--- src/rtl/core/tfp_pkg.sv ---
`default_nettype none

package tfp_pkg;

  // frame state widths
  localparam int COUNT_BITS    = 12;
  localparam int DATA_COUNT_W  = 12;
  localparam int CHECK_W       = 10;
  localparam int SUM_W         = 8;
  localparam int CHAR_W        = 8;
  localparam int OUT_COUNT_MAX = (1 << DATA_COUNT_W) - 1;
  localparam int CHECK_MAX     = 1023;
  localparam int PREFIX_LEN    = 3;

  // queue between classifier and frame engine
  localparam int QUEUE_DEPTH = 4;
  localparam int QPTR_W      = $clog2(QUEUE_DEPTH);
  localparam int QCNT_W      = $clog2(QUEUE_DEPTH + 1);

  // framing characters
  localparam logic [CHAR_W-1:0] CH_HASH   = 8'h23;
  localparam logic [CHAR_W-1:0] CH_AMP    = 8'h26;
  localparam logic [CHAR_W-1:0] CH_LBRACE = 8'h7B;
  localparam logic [CHAR_W-1:0] CH_RBRACE = 8'h7D;
  localparam logic [CHAR_W-1:0] CH_ZERO   = 8'h30;
  localparam logic [CHAR_W-1:0] CH_NINE   = 8'h39;
  localparam logic [CHAR_W-1:0] CH_N      = 8'h4E;
  localparam logic [CHAR_W-1:0] CH_O      = 8'h4F;
  localparam logic [CHAR_W-1:0] CH_EQ     = 8'h3D;

  typedef enum logic [2:0] {
    CLS_OTHER,
    CLS_HASH,
    CLS_AMP,
    CLS_LBRACE,
    CLS_RBRACE,
    CLS_DIGIT
  } tfp_cls_t;

  typedef enum logic [2:0] {
    KIND_NONE   = 3'd0,
    KIND_SEQ    = 3'd1,
    KIND_DATA   = 3'd2,
    KIND_ACCEPT = 3'd3,
    KIND_REJECT = 3'd4
  } tfp_kind_t;

  typedef struct packed {
    tfp_cls_t          cls;
    logic [CHAR_W-1:0] chr;
  } tfp_tok_t;

  // expected prefix text, one character per position
  function automatic logic [CHAR_W-1:0] prefix_char(input logic [1:0] pos);
    logic [CHAR_W-1:0] c;
    case (pos)
      2'd0:    c = CH_N;
      2'd1:    c = CH_O;
      2'd2:    c = CH_EQ;
      default: c = '0;
    endcase
    return c;
  endfunction

endpackage

`default_nettype wire

--- src/rtl/core/tfp_front.sv ---
`default_nettype none

module tfp_front (
  input  wire logic             clk,
  input  wire logic             rst_n,
  input  wire logic             in_valid,
  output logic                  in_ready,
  input  wire logic [7:0]       in_chr,
  output logic                  tok_valid,
  input  wire logic             tok_ready,
  output tfp_pkg::tfp_tok_t     tok
);
  import tfp_pkg::*;

  logic     valid_r;
  tfp_tok_t tok_r;
  tfp_tok_t tok_nxt;

  assign in_ready  = !valid_r || tok_ready;
  assign tok_valid = valid_r;
  assign tok       = tok_r;

  // character classification
  always_comb begin
    tok_nxt.chr = in_chr;
    if (in_chr == CH_HASH) begin
      tok_nxt.cls = CLS_HASH;
    end else if (in_chr == CH_AMP) begin
      tok_nxt.cls = CLS_AMP;
    end else if (in_chr == CH_LBRACE) begin
      tok_nxt.cls = CLS_LBRACE;
    end else if (in_chr == CH_RBRACE) begin
      tok_nxt.cls = CLS_RBRACE;
    end else if (in_chr inside {[CH_ZERO:CH_NINE]}) begin
      tok_nxt.cls = CLS_DIGIT;
    end else begin
      tok_nxt.cls = CLS_OTHER;
    end
  end

  always_ff @(posedge clk) begin
    if (!rst_n) begin
      valid_r <= 1'b0;
    end else if (in_ready) begin
      valid_r <= in_valid;
    end
  end

  always_ff @(posedge clk) begin
    if (in_ready && in_valid) begin
      tok_r <= tok_nxt;
    end
  end

endmodule

`default_nettype wire

--- src/rtl/core/tfp_queue.sv ---
`default_nettype none

module tfp_queue (
  input  wire logic             clk,
  input  wire logic             rst_n,
  input  wire logic             push_valid,
  output logic                  push_ready,
  input  wire tfp_pkg::tfp_tok_t push_tok,
  output logic                  pop_valid,
  input  wire logic             pop_ready,
  output tfp_pkg::tfp_tok_t     pop_tok
);
  import tfp_pkg::*;

  tfp_tok_t            mem [QUEUE_DEPTH];
  logic [QPTR_W-1:0]   wr_ptr_r;
  logic [QPTR_W-1:0]   rd_ptr_r;
  logic [QCNT_W-1:0]   count_r;
  logic                push;
  logic                pop;

  assign push_ready = (count_r != QCNT_W'(QUEUE_DEPTH));
  assign pop_valid  = (count_r != '0);
  assign push       = push_valid && push_ready;
  assign pop        = pop_valid && pop_ready;
  assign pop_tok    = mem[rd_ptr_r];

  always_ff @(posedge clk) begin
    if (!rst_n) begin
      wr_ptr_r <= '0;
      rd_ptr_r <= '0;
      count_r  <= '0;
    end else begin
      if (push) begin
        wr_ptr_r <= wr_ptr_r + 1'b1;
      end
      if (pop) begin
        rd_ptr_r <= rd_ptr_r + 1'b1;
      end
      if (push && !pop) begin
        count_r <= count_r + 1'b1;
      end else if (pop && !push) begin
        count_r <= count_r - 1'b1;
      end
    end
  end

  always_ff @(posedge clk) begin
    if (push) begin
      mem[wr_ptr_r] <= push_tok;
    end
  end

endmodule

`default_nettype wire

--- src/rtl/core/tfp_back.sv ---
`default_nettype none

module tfp_back (
  input  wire logic                        clk,
  input  wire logic                        rst_n,
  input  wire logic                        tok_valid,
  output logic                             tok_ready,
  input  wire tfp_pkg::tfp_tok_t           tok,
  output logic                             res_valid,
  input  wire logic                        res_ready,
  output tfp_pkg::tfp_kind_t               res_kind,
  output logic [7:0]                       res_chr,
  output logic [tfp_pkg::DATA_COUNT_W-1:0] res_count,
  output logic                             res_good
);
  import tfp_pkg::*;

  typedef enum logic [1:0] {
    PH_IDLE,
    PH_SEQ,
    PH_DATA,
    PH_CHECK
  } phase_t;

  localparam int CW_W = COUNT_BITS + DATA_COUNT_W;

  phase_t                  phase_r, phase_nxt;
  logic [1:0]              pos_r, pos_nxt;
  logic                    matched_r, matched_nxt;
  logic [SUM_W-1:0]        sum_r, sum_nxt;
  logic [CHECK_W-1:0]      check_r, check_nxt;
  logic                    done_r, done_nxt;
  logic [COUNT_BITS-1:0]   count_r, count_nxt;

  logic                    out_valid_r;
  tfp_kind_t               out_kind_r, kind_nxt;
  logic [CHAR_W-1:0]       out_chr_r, chr_nxt;
  logic [DATA_COUNT_W-1:0] out_count_r, ocount_nxt;
  logic                    out_good_r, good_nxt;

  logic                    pop;
  logic                    verdict_good;
  logic [DATA_COUNT_W-1:0] verdict_count;
  logic [CW_W-1:0]         count_wide;
  logic [13:0]             check_mul;

  assign pop       = tok_valid && (!out_valid_r || res_ready);
  assign tok_ready = !out_valid_r || res_ready;

  assign res_valid = out_valid_r;
  assign res_kind  = out_kind_r;
  assign res_chr   = out_chr_r;
  assign res_count = out_count_r;
  assign res_good  = out_good_r;

  assign verdict_good  = matched_r && (pos_r == 2'(PREFIX_LEN));
  assign count_wide    = {{DATA_COUNT_W{1'b0}}, count_r};
  assign verdict_count = (count_wide > CW_W'(OUT_COUNT_MAX)) ?
                         DATA_COUNT_W'(OUT_COUNT_MAX) : count_wide[DATA_COUNT_W-1:0];
  // check * 10 + digit
  assign check_mul = {1'b0, check_r, 3'b000} + {3'b000, check_r, 1'b0}
                   + {10'd0, tok.chr[3:0]};

  always_comb begin
    phase_nxt   = phase_r;
    pos_nxt     = pos_r;
    matched_nxt = matched_r;
    sum_nxt     = sum_r;
    check_nxt   = check_r;
    done_nxt    = done_r;
    count_nxt   = count_r;
    kind_nxt    = KIND_NONE;
    chr_nxt     = '0;
    ocount_nxt  = '0;
    good_nxt    = 1'b0;

    if (tok.cls == CLS_HASH) begin
      phase_nxt   = PH_SEQ;
      pos_nxt     = '0;
      matched_nxt = 1'b1;
      sum_nxt     = '0;
      check_nxt   = '0;
      done_nxt    = 1'b0;
      count_nxt   = '0;
    end else begin
      case (phase_r)
        PH_SEQ: begin
          if (tok.cls == CLS_AMP) begin
            phase_nxt  = PH_IDLE;
            kind_nxt   = KIND_REJECT;
            ocount_nxt = verdict_count;
            good_nxt   = verdict_good;
          end else if (tok.cls == CLS_LBRACE) begin
            if (pos_r != 2'(PREFIX_LEN)) begin
              matched_nxt = 1'b0;
            end
            phase_nxt = PH_DATA;
          end else if (pos_r != 2'(PREFIX_LEN)) begin
            if (tok.chr != prefix_char(pos_r)) begin
              matched_nxt = 1'b0;
            end
            pos_nxt = pos_r + 1'b1;
          end else begin
            kind_nxt = KIND_SEQ;
            chr_nxt  = tok.chr;
          end
        end
        PH_DATA: begin
          if (tok.cls == CLS_AMP) begin
            phase_nxt  = PH_IDLE;
            kind_nxt   = KIND_REJECT;
            ocount_nxt = verdict_count;
            good_nxt   = verdict_good;
          end else if (tok.cls == CLS_RBRACE) begin
            phase_nxt = PH_CHECK;
          end else begin
            sum_nxt = sum_r + tok.chr;
            if (count_r != '1) begin
              count_nxt = count_r + 1'b1;
            end
            kind_nxt = KIND_DATA;
            chr_nxt  = tok.chr;
          end
        end
        PH_CHECK: begin
          if (tok.cls == CLS_AMP) begin
            phase_nxt  = PH_IDLE;
            kind_nxt   = (check_r == {2'b00, sum_r}) ? KIND_ACCEPT : KIND_REJECT;
            ocount_nxt = verdict_count;
            good_nxt   = verdict_good;
          end else if (!done_r && tok.cls == CLS_DIGIT) begin
            check_nxt = (check_mul > 14'(CHECK_MAX)) ?
                        CHECK_W'(CHECK_MAX) : check_mul[CHECK_W-1:0];
          end else begin
            done_nxt = 1'b1;
          end
        end
        default: begin
          phase_nxt = PH_IDLE;
        end
      endcase
    end
  end

  always_ff @(posedge clk) begin
    if (!rst_n) begin
      phase_r     <= PH_IDLE;
      pos_r       <= '0;
      matched_r   <= 1'b1;
      sum_r       <= '0;
      check_r     <= '0;
      done_r      <= 1'b0;
      count_r     <= '0;
      out_valid_r <= 1'b0;
    end else begin
      if (pop) begin
        phase_r     <= phase_nxt;
        pos_r       <= pos_nxt;
        matched_r   <= matched_nxt;
        sum_r       <= sum_nxt;
        check_r     <= check_nxt;
        done_r      <= done_nxt;
        count_r     <= count_nxt;
        out_valid_r <= 1'b1;
        out_kind_r  <= kind_nxt;
        out_chr_r   <= chr_nxt;
        out_count_r <= ocount_nxt;
        out_good_r  <= good_nxt;
      end else if (res_ready) begin
        out_valid_r <= 1'b0;
      end
    end
  end

`ifndef NO_ASSERTIONS
  a_verdict_no_char: assert property (@(posedge clk) disable iff (!rst_n)
    out_valid_r && (out_kind_r == KIND_ACCEPT || out_kind_r == KIND_REJECT)
      |-> out_chr_r == '0)
    else $error("verdict carries a character");

  a_char_no_verdict: assert property (@(posedge clk) disable iff (!rst_n)
    out_valid_r && (out_kind_r == KIND_NONE || out_kind_r == KIND_SEQ ||
                    out_kind_r == KIND_DATA)
      |-> out_count_r == '0 && !out_good_r)
    else $error("non-verdict item carries count or prefix flag");

  a_hash_restarts: assert property (@(posedge clk) disable iff (!rst_n)
    pop && tok.cls == CLS_HASH |=> phase_r == PH_SEQ && count_r == '0)
    else $error("hash did not restart the frame");

  a_count_monotonic: assert property (@(posedge clk) disable iff (!rst_n)
    pop && tok.cls != CLS_HASH |=> count_r >= $past(count_r))
    else $error("data count went down inside a frame");
`endif

endmodule

`default_nettype wire

--- src/rtl/core/text_frame_parser_sum_check.sv ---
// path: an accepted input item goes through the front token register, a queue entry and the back result register
// throughput: one item per cycle while out_tready does not stall the result, set by the frame update in the back end
// a 4-entry queue between classifier and frame engine absorbs short output stalls
// reset: rst_n synchronous active low; clears the queue, output valid and frame state
// (idle phase, prefix flag set, sum, check value, digit flag and data count zero)
`default_nettype none

module text_frame_parser_sum_check (
  input  wire logic        clk,
  input  wire logic        rst_n,
  // input stream
  input  wire logic        in_tvalid,
  output logic             in_tready,
  input  wire logic [7:0]  in_tdata,   // [7:0] in_byte
  // result stream
  output logic             out_tvalid,
  input  wire logic        out_tready,
  output logic [23:0]      out_tdata,  // [7:0] out_byte, [19:8] data_count, [20] prefix_good
  output logic [2:0]       out_tuser   // [2:0] kind
);
  import tfp_pkg::*;

  // front -> queue
  logic     f_valid;
  logic     f_ready;
  tfp_tok_t f_tok;

  // queue -> back
  logic     q_valid;
  logic     q_ready;
  tfp_tok_t q_tok;

  // back result fields
  tfp_kind_t               r_kind;
  logic [CHAR_W-1:0]       r_chr;
  logic [DATA_COUNT_W-1:0] r_count;
  logic                    r_good;

  // classify each incoming character
  tfp_front u_front (
    .clk       (clk),
    .rst_n     (rst_n),
    .in_valid  (in_tvalid),
    .in_ready  (in_tready),
    .in_chr    (in_tdata),
    .tok_valid (f_valid),
    .tok_ready (f_ready),
    .tok       (f_tok)
  );

  // decouples classification from the frame engine
  tfp_queue u_queue (
    .clk        (clk),
    .rst_n      (rst_n),
    .push_valid (f_valid),
    .push_ready (f_ready),
    .push_tok   (f_tok),
    .pop_valid  (q_valid),
    .pop_ready  (q_ready),
    .pop_tok    (q_tok)
  );

  // frame state machine with registered result
  tfp_back u_back (
    .clk       (clk),
    .rst_n     (rst_n),
    .tok_valid (q_valid),
    .tok_ready (q_ready),
    .tok       (q_tok),
    .res_valid (out_tvalid),
    .res_ready (out_tready),
    .res_kind  (r_kind),
    .res_chr   (r_chr),
    .res_count (r_count),
    .res_good  (r_good)
  );

  // pack result fields, low bits first, padded to whole bytes
  assign out_tdata = {3'b000, r_good, r_count, r_chr};
  assign out_tuser = r_kind;

endmodule

`default_nettype wire

--- config.mk ---
export PLATFORM = sky130hd
export DESIGN_NAME = text_frame_parser_sum_check
export DESIGN_NICKNAME = d
export VERILOG_FILES = /design/src/rtl/core/tfp_pkg.sv /design/src/rtl/core/tfp_front.sv /design/src/rtl/core/tfp_queue.sv /design/src/rtl/core/tfp_back.sv /design/src/rtl/core/text_frame_parser_sum_check.sv
export SDC_FILE = /design/constraint.sdc
export NUM_CORES = 1
export LEC_CHECK = 0
export BUFFER_PORTS_ARGS = -buffer_cell sky130_fd_sc_hd__buf_2
export CORE_UTILIZATION = 48
export CTS_CLUSTER_SIZE = 8
export DETAILED_ROUTE_END_ITERATION = 12
export HOLD_SLACK_MARGIN = 0.05
export PLACE_DENSITY_LB_ADDON = 0.1
export SYNTH_ARGS = -nofsm -noshare
export SYNTH_HDL_FRONTEND = slang
export SYNTH_SLANG_ARGS = --single-unit
--- constraint.sdc ---
create_clock -name clk -period 11.59 [get_ports clk]
set_input_delay 1.7385 -clock clk [delete_from_list [all_inputs] [get_ports clk]]
set_output_delay 1.7385 -clock clk [all_outputs]
set_load 0.02 [all_outputs]
==> flow_summary_export.csv, run 1 <==
group,metric,value,unit
status,status,"complete, no violations",
logic_synthesis,ys_seq_elements,126,
timing,clock_skew,7.122,ps
clock_network,postCtsSetupBuffers,0,
global_route,use_met2,0.3447,
clock_network,clock-sinks,126,
logic_synthesis,async_flop_share,0,
route,drtAntennaViolNets,0,
placed_design,dp.cells,735,
clock_network,hold_buffers,0,
worst_setup_path,end_kind,"flip-flop",
pwr,clkPwrFrac,0.353,
logic_synthesis,synth_cells,542,
logic_synthesis,synth_area_per_cell,11.80,sq um
worst_setup_path,worstPathMaxFanout,11,
logic_synthesis,yosys.cell_count.top_type,"edfxtp_1",
timing,slew_viol_final,0,
floorplan,die_h,117.4,um
worst_setup_path,path_class,"flip-flop to flip-flop",
final_layout,synthToLayoutAreaGrowth,13.83,%
global_route,gr-max-usage-layer,"met2",
worst_setup_path,worstPathRequired,11900,ps
global_route,grt_max_degree,25,
timing,slew_headroom,0.1919,
global_route,antenna_found_initial,0,
floorplan,io_pins,41,
pwr,p_comb_frac,0.249,
pwr,seqPwrFrac,0.398,
logic_synthesis,synth_top_area_frac,0.3708,
pwr,switching_share,0.3164,
floorplan,dieArea,13790,sq um
route,vias,4350,
worst_setup_path,path_cells,"mux4_1, fa_1, fa_1, a211oi_1, o21bai_1, a221oi_1, mux2i_1, a31oi_1, a221o_1",
timing,hold_ws,474.7,ps
placed_design,place.gp.congestion,0.8296,
timing,hold_viol,0,
timing,fmax,0.2219,GHz
logic_synthesis,synth-warning-count,0,
timing,min_period_over_period,0.3889,
clock_network,clkTransAtPathRegs,60,ps
clock_network,clk-insertion-delay-late,420,ps
timing,worstMarginPinSlew,1211,ps
worst_setup_path,crit_top_cell,"fa_1",
final_layout,fill_cells,1104,
clock_network,cts_tree,"yes",
floorplan,die_w,117.4,um
logic_synthesis,synth-main-ff-cell,"edfxtp_1",
logic_synthesis,synthTopCellsByArea,"edfxtp_1, dfxtp_1, ha_1",
logic_synthesis,ys_seq_area_frac,0.5179,
worst_setup_path,slowest_delay,740,ps
clock_network,htree_num_levels,4,
logic_synthesis,synth_common_cells,"edfxtp_1, dfxtp_1, ha_1",
route,viasPerCell,5.671,
floorplan,rows,41,
route,drtIter0Drc,229,
global_route,met3_usage,0.05156,
timing,rsz0062_at_grt,"false",
final_layout,finalNetCount,639,
floorplan,core_area,12820,sq um
clock_network,post_cts_resized,0,
logic_synthesis,synthDistinctLibCells,70,
clock_network,root_buffer,"clkbuf_16",
pwr,leakage,2.918,nW
final_layout,diodes,0,
pwr,p_per_area,196.8,nW/um^2
worst_setup_path,crit_path_top_delay_cell,"mux4_1",
global_route,grt_pass1_vias,4317,
final_layout,layout.cells.non_filler,767,
clock_network,numCtsBuffers,17,
global_route,track_usage,0.2042,
timing,setup_viol,0,
flow_run,maxCapViolations,0,
pwr,vdd_drop_max,0.0001294,V
pwr,p_total,1.433,mW
min_path,min-delay-path-class,"flip-flop to flip-flop",
logic_synthesis,syn_area,6397,sq um
clock_network,clock_path_buffers,2,
timing,setup_tns,0,ps
placed_design,port-buffer-count,37,
pwr,p_int,979.8,uW
pwr,switching_power,453.6,uW
worst_setup_path,start_kind,"flip-flop",
final_layout,layout-drive-gt1-share,0.1445,
global_route,grt_first_pass_wirelength,21.75,mm
worst_setup_path,cp.arrival,4820,ps
timing,fin_crit,4507,ps
route,drt_first_pass_iters,5,
logic_synthesis,synth_edf_count,79,
floorplan,start_util,0.4988,
route,drc_errors,0,
global_route,gr-usage-met1,0.2498,
route,wl,12.96,mm
global_route,grt-ovfl-total,0,
placed_design,hpwlAfterDp,9.248,mm
route,drt-wirelength-per-cell,16.90,um
logic_synthesis,yosysTopAreaCell,"edfxtp_1",
[stage by stage]
step | utilization | setup WS, ps | area, sq um
6_report | 0.5678 | 7083 | 7282
5_1_grt | 0.5678 | 6767 | 7282
4_1_cts | 0.5678 | 7054 | 7282
3_5_place_dp | 0.5228 | 7102 | 6705
3_3_place_gp | 0.5228 | 7199 | 6705
2_1_floorplan | - | 7732 | 6405
[power groups by stage]
stage	combinational, mW	sequential, mW	clock (mW)
final	0.356	0.570	0.507
after global routing	0.399	0.578	0.536
after CTS	0.358	0.572	0.514
after detailed placement	0.357	0.581	0
after global placement	0.349	0.578	0
after floorplan	0.259	0.591	0
[cell usage in the layout (no fill, tap or decap), types with 14 or more instances in the layout]
| cell type | netlist | layout |
|---|---|---|
| edfxtp_1 | 79 | 79 |
| dfxtp_1 | 47 | 47 |
| ha_1 | 41 | 41 |
| buf_2 | 7 | 37 |
| nor2_1 | 34 | 33 |
| a21oi_1 | 33 | 33 |
| nand2_1 | 26 | 26 |
| and2_1 | 24 | 24 |
| inv_1 | 23 | 23 |
| nand3_1 | 17 | 17 |
| xor2_1 | 17 | 17 |
| clkbuf_16 | 0 | 17 |
| nor3_1 | 15 | 15 |
| o21ai_0 | 14 | 14 |
[sequential cells by signal (all words and copies together) (netlist names), 2 cells and up, named ones only]
register          count
u_back.res_chr        8
u_front.tok          11
u_back.res_kind       3
u_queue.rd_ptr_r      2
u_back.count_r       12
u_queue.wr_ptr_r      2
u_back.pos_r          2
u_back.res_count     12
u_queue.mem          44
u_back.check_r       10
u_back.phase_r        2
u_queue.count_r       3
u_back.sum_r          8
[worst paths after layout]
path	from	slack, ps	end	cells past startpoint
worst max-delay path	flip-flop	7080	u_back.check_r[9]	9
worst min-delay path	u_back.matched_r	470	u_back.matched_r	2
worst max register to register	flip-flop	7080	u_back.check_r[9]	9
worst min register to register	u_back.matched_r	470	u_back.matched_r	2
[final cells by class]
cell class,instances,area (sq um),area share
clock buffers,20,466.7,0.06409
clock inverters,12,110.1,0.01512
inverters,24,90.09,0.01237
multi-input cells,374,2887,0.3964
flip-flops and latches,126,3313,0.4550
well taps,172,215.2,0.02955
repair buffers,39,200.2,0.02749
[critical path: cells and delay by family (launching register included)]
| kind | cells | cell delay, ps |
|---|---|---|
| fa+ha+maj | 2 | 1020 |
| mux | 2 | 1420 |
| flops | 1 | 720 |
| compound gates | 5 | 1230 |
[metal layers]
metal  up-vias  routed length (um)
met5         -                   0
met1      2136                5781
li1       2114                   -
met2        85                6525
met4         0                 175
met3        15                 483
[cell families after synthesis]
group / after synthesis / synth area share
XOR/XNOR: 27 / 0.03696
flip-flops: 126 / 0.5179
adder cells (fa/ha/maj): 45 / 0.09271
other: 1 / 0.0005862
buffers and inverters: 44 / 0.03246
multiplexers: 17 / 0.05359
AND/OR/NAND/NOR: 176 / 0.1531
AO/OA/AOI/OAI: 106 / 0.1127
Power figures use the tool's default switching activity.
==> run 2: changes to the inputs <==
--- a/config.mk
+++ b/config.mk
@@ -5,6 +5,7 @@
 export SDC_FILE = /design/constraint.sdc
 export NUM_CORES = 1
 export LEC_CHECK = 0
+export ABC_AREA = 1
 export BUFFER_PORTS_ARGS = -buffer_cell sky130_fd_sc_hd__buf_2
 export CORE_UTILIZATION = 48
 export CTS_CLUSTER_SIZE = 8
==> constraint.sdc (replaced) <==
create_clock -name clk -period 3.6 [get_ports clk]
set_input_delay 0.54 -clock clk [delete_from_list [all_inputs] [get_ports clk]]
set_output_delay 0.54 -clock clk [all_outputs]
set_load 0.02 [all_outputs]
==> flow_summary_export.csv, run 2 <==
group,metric,value,unit
status,status,"complete, no violations",
clock_network,htree_num_levels,4,
logic_synthesis,synthTopCellsByArea,"edfxtp_1, dfxtp_1, nand2_1",
global_route,grt_pass1_vias,4989,
global_route,grt-ovfl-total,0,
timing,slew_viol_final,0,
global_route,track_usage,0.2094,
logic_synthesis,synth_area_per_cell,8.451,sq um
final_layout,largest-register,"u_queue.mem",
logic_synthesis,async_flop_share,0,
worst_setup_path,end_kind,"flip-flop",
min_path,min-delay-path-class,"input port to flip-flop",
timing,worstMarginPinSlew,1054,ps
worst_setup_path,worstPathMaxFanout,14,
timing,rsz0062_at_grt,"false",
route,drtAntennaViolNets,0,
timing,fmax,0.3101,GHz
timing,setup_viol,0,
global_route,antenna_found_initial,0,
final_layout,layout-drive-gt1-share,0.1189,
clock_network,root_buffer,"clkbuf_16",
clock_network,clock_path_buffers,2,
route,vias,5359,
worst_setup_path,endpoint,"u_back.check_r[4]",
floorplan,die_w,122.1,um
worst_setup_path,reg2reg_to,"u_back.check_r[4]",
clock_network,clkTransAtPathRegs,60,ps
route,wl,14.54,mm
route,viasPerCell,5.080,
floorplan,dieArea,14900,sq um
route,drtIter0Drc,355,
logic_synthesis,synth_common_cells,"nand2_1, inv_1, nand3_1",
final_layout,diodes,0,
final_layout,mostFrequentLayoutCell,"nand2_1",
worst_setup_path,ff2ff_path_depth,14,
route,drt_first_pass_iters,5,
timing,slew_headroom,0.2949,
logic_synthesis,ys_seq_elements,126,
logic_synthesis,synthDistinctLibCells,35,
final_layout,largest_reg_flops,44,
pwr,vdd_drop_max,0.0003792,V
placed_design,place.gp.congestion,0.8702,
worst_setup_path,cp.arrival,3540,ps
timing,hold_viol,0,
placed_design,port-buffer-count,37,
final_layout,mostFrequentLayoutCells,"nand2_1, inv_1, nand3_1",
clock_network,cts_tree,"yes",
final_layout,fin_util,0.5608,
logic_synthesis,synth_top_area_frac,0.3427,
timing,clock_skew,10.58,ps
clock_network,post_cts_resized,0,
logic_synthesis,synth-warning-count,0,
final_layout,finalNetCount,919,
logic_synthesis,yosys.cell_count.top_type,"nand2_1",
floorplan,die_h,122.1,um
logic_synthesis,yosysTopAreaCell,"edfxtp_1",
min_path,min_from,"in_tdata[6]",
logic_synthesis,synth_edf_count,79,
logic_synthesis,ys_seq_area_frac,0.4787,
clock_network,numCtsBuffers,17,
worst_setup_path,start_kind,"flip-flop",
worst_setup_path,worstPathRequired,3910,ps
timing,fin_crit,3225,ps
global_route,grt_max_degree,27,
flow_run,maxCapViolations,0,
worst_setup_path,r2r_slack,380,ps
pwr,p_total,5.652,mW
worst_setup_path,path_class,"flip-flop to flip-flop",
floorplan,io_pins,41,
clock_network,hold_buffers,0,
floorplan,start_util,0.4948,
placed_design,hpwlAfterDp,10.62,mm
logic_synthesis,syn_area,6922,sq um
clock_network,postCtsSetupBuffers,0,
pwr,p_per_area,720.4,nW/um^2
logic_synthesis,synth_cells,819,
final_layout,synthToLayoutAreaGrowth,13.34,%
timing,setup_tns,0,ps
clock_network,clock-sinks,126,
global_route,grt_first_pass_wirelength,23.88,mm
logic_synthesis,synth-main-ff-cell,"edfxtp_1",
route,drc_errors,0,
floorplan,core_area,13990,sq um
pwr,leakage,3.516,nW
timing,min_period_over_period,0.8957,
floorplan,rows,43,
clock_network,clk-insertion-delay-late,430,ps
route,drt-wirelength-per-cell,13.78,um
==> run 2: cell types whose count changed in the layout (fill, tap and decap cells not counted), moves of 7 or more <==
cell / previous run / this run
a22o_1: 10 / 0
nor2_1: 33 / 80
mux4_1: 9 / 0
nand2_1: 26 / 213
and3_1: 7 / 0
inv_1: 23 / 94
or3_1: 8 / 0
nand3_1: 17 / 93
nand2_2: 0 / 8
a21oi_1: 33 / 46
nor3_1: 15 / 6
o21ai_0: 14 / 23
and2_1: 24 / 3
==> run 2: cells by family (layout without fill, tap and decap cells) <==
family,Yosys count,count (layout),share of synthesized area
buf+inv,117,171,0.07231
flops,126,126,0.4787
xor+xnor,22,22,0.02784
fa+ha+maj,45,45,0.08568
other cells,1,3,0.0005418
compound gates,77,77,0.06038
simple gates,431,431,0.2746
==> run 2: worst min path at each step <==
stage | slack, ps | to | cells after the start
2_1_floorplan | 420 | u_back.matched_r | 2
3_3_place_gp | 440 | u_back.matched_r | 2
3_5_place_dp | 440 | u_back.matched_r | 2
4_1_cts | 300 | u_front.tok[6] | 1
5_1_grt | 310 | u_front.tok[6] | 1
6_report | 320 | u_front.tok[6] | 1
==> run 2: report_power, final <==
part | internal [mW] | total [mW] | switching (mW) | leakage [nW]
Combinational | 0.653 | 2.04 | 1.38 | 2.12
Sequential | 1.76 | 1.88 | 0.114 | 1.12
Clock | 1.09 | 1.74 | 0.650 | 0.280
Total | 3.50 | 5.65 | 2.15 | 3.52
==> run 2: worst max-delay path: stages (launching register included) <==
cell     delay, ps
dfxtp_1        310
inv_1          340
nand3_1        130
nand2_1        170
inv_1           90
fa_1           490
fa_1           520
nand3_1        140
nand3_1         90
nand2_1         60
nand2_1         40
nor2_1         450
nand3_1        140
nand2_1         90
nand2_1         50
==> run 2: layer usage <==
metal | up-vias | wire (um) | share of wire | GRT usage
li1 | 2775 | - | - | -
met1 | 2436 | 6634 | 0.46 | 0.2640
met2 | 131 | 7097 | 0.49 | 0.3492
met3 | 17 | 569 | 0.039 | 0.04354
met4 | 0 | 238 | 0.016 | 0.08537
met5 | - | 0 | 0 | 0
==> run 2: cell type report <==
type	instances	area, sq um
multi-input combinational	578	3118
tap	180	225.2
clock buffer	18	429.2
inverter	96	360.3
timing repair buffer	43	230.2
sequential	126	3313
clock inverter	14	168.9
fill	1254	6143
==> run 2: metrics by stage <==
step | setup WS, ps | instances | area (sq um) | hold slack [ps]
4_1_cts | 377.1 | 1055 | 7845 | 301.9
3_5_place_dp | 400.2 | 1023 | 7247 | 442.1
6_report | 375.4 | 1055 | 7845 | 315.7
3_3_place_gp | 495.1 | 1023 | 7247 | 436.5
5_1_grt | 43.64 | 1055 | 7845 | 313.2
2_1_floorplan | 474.5 | 821 | 6929 | 418.7
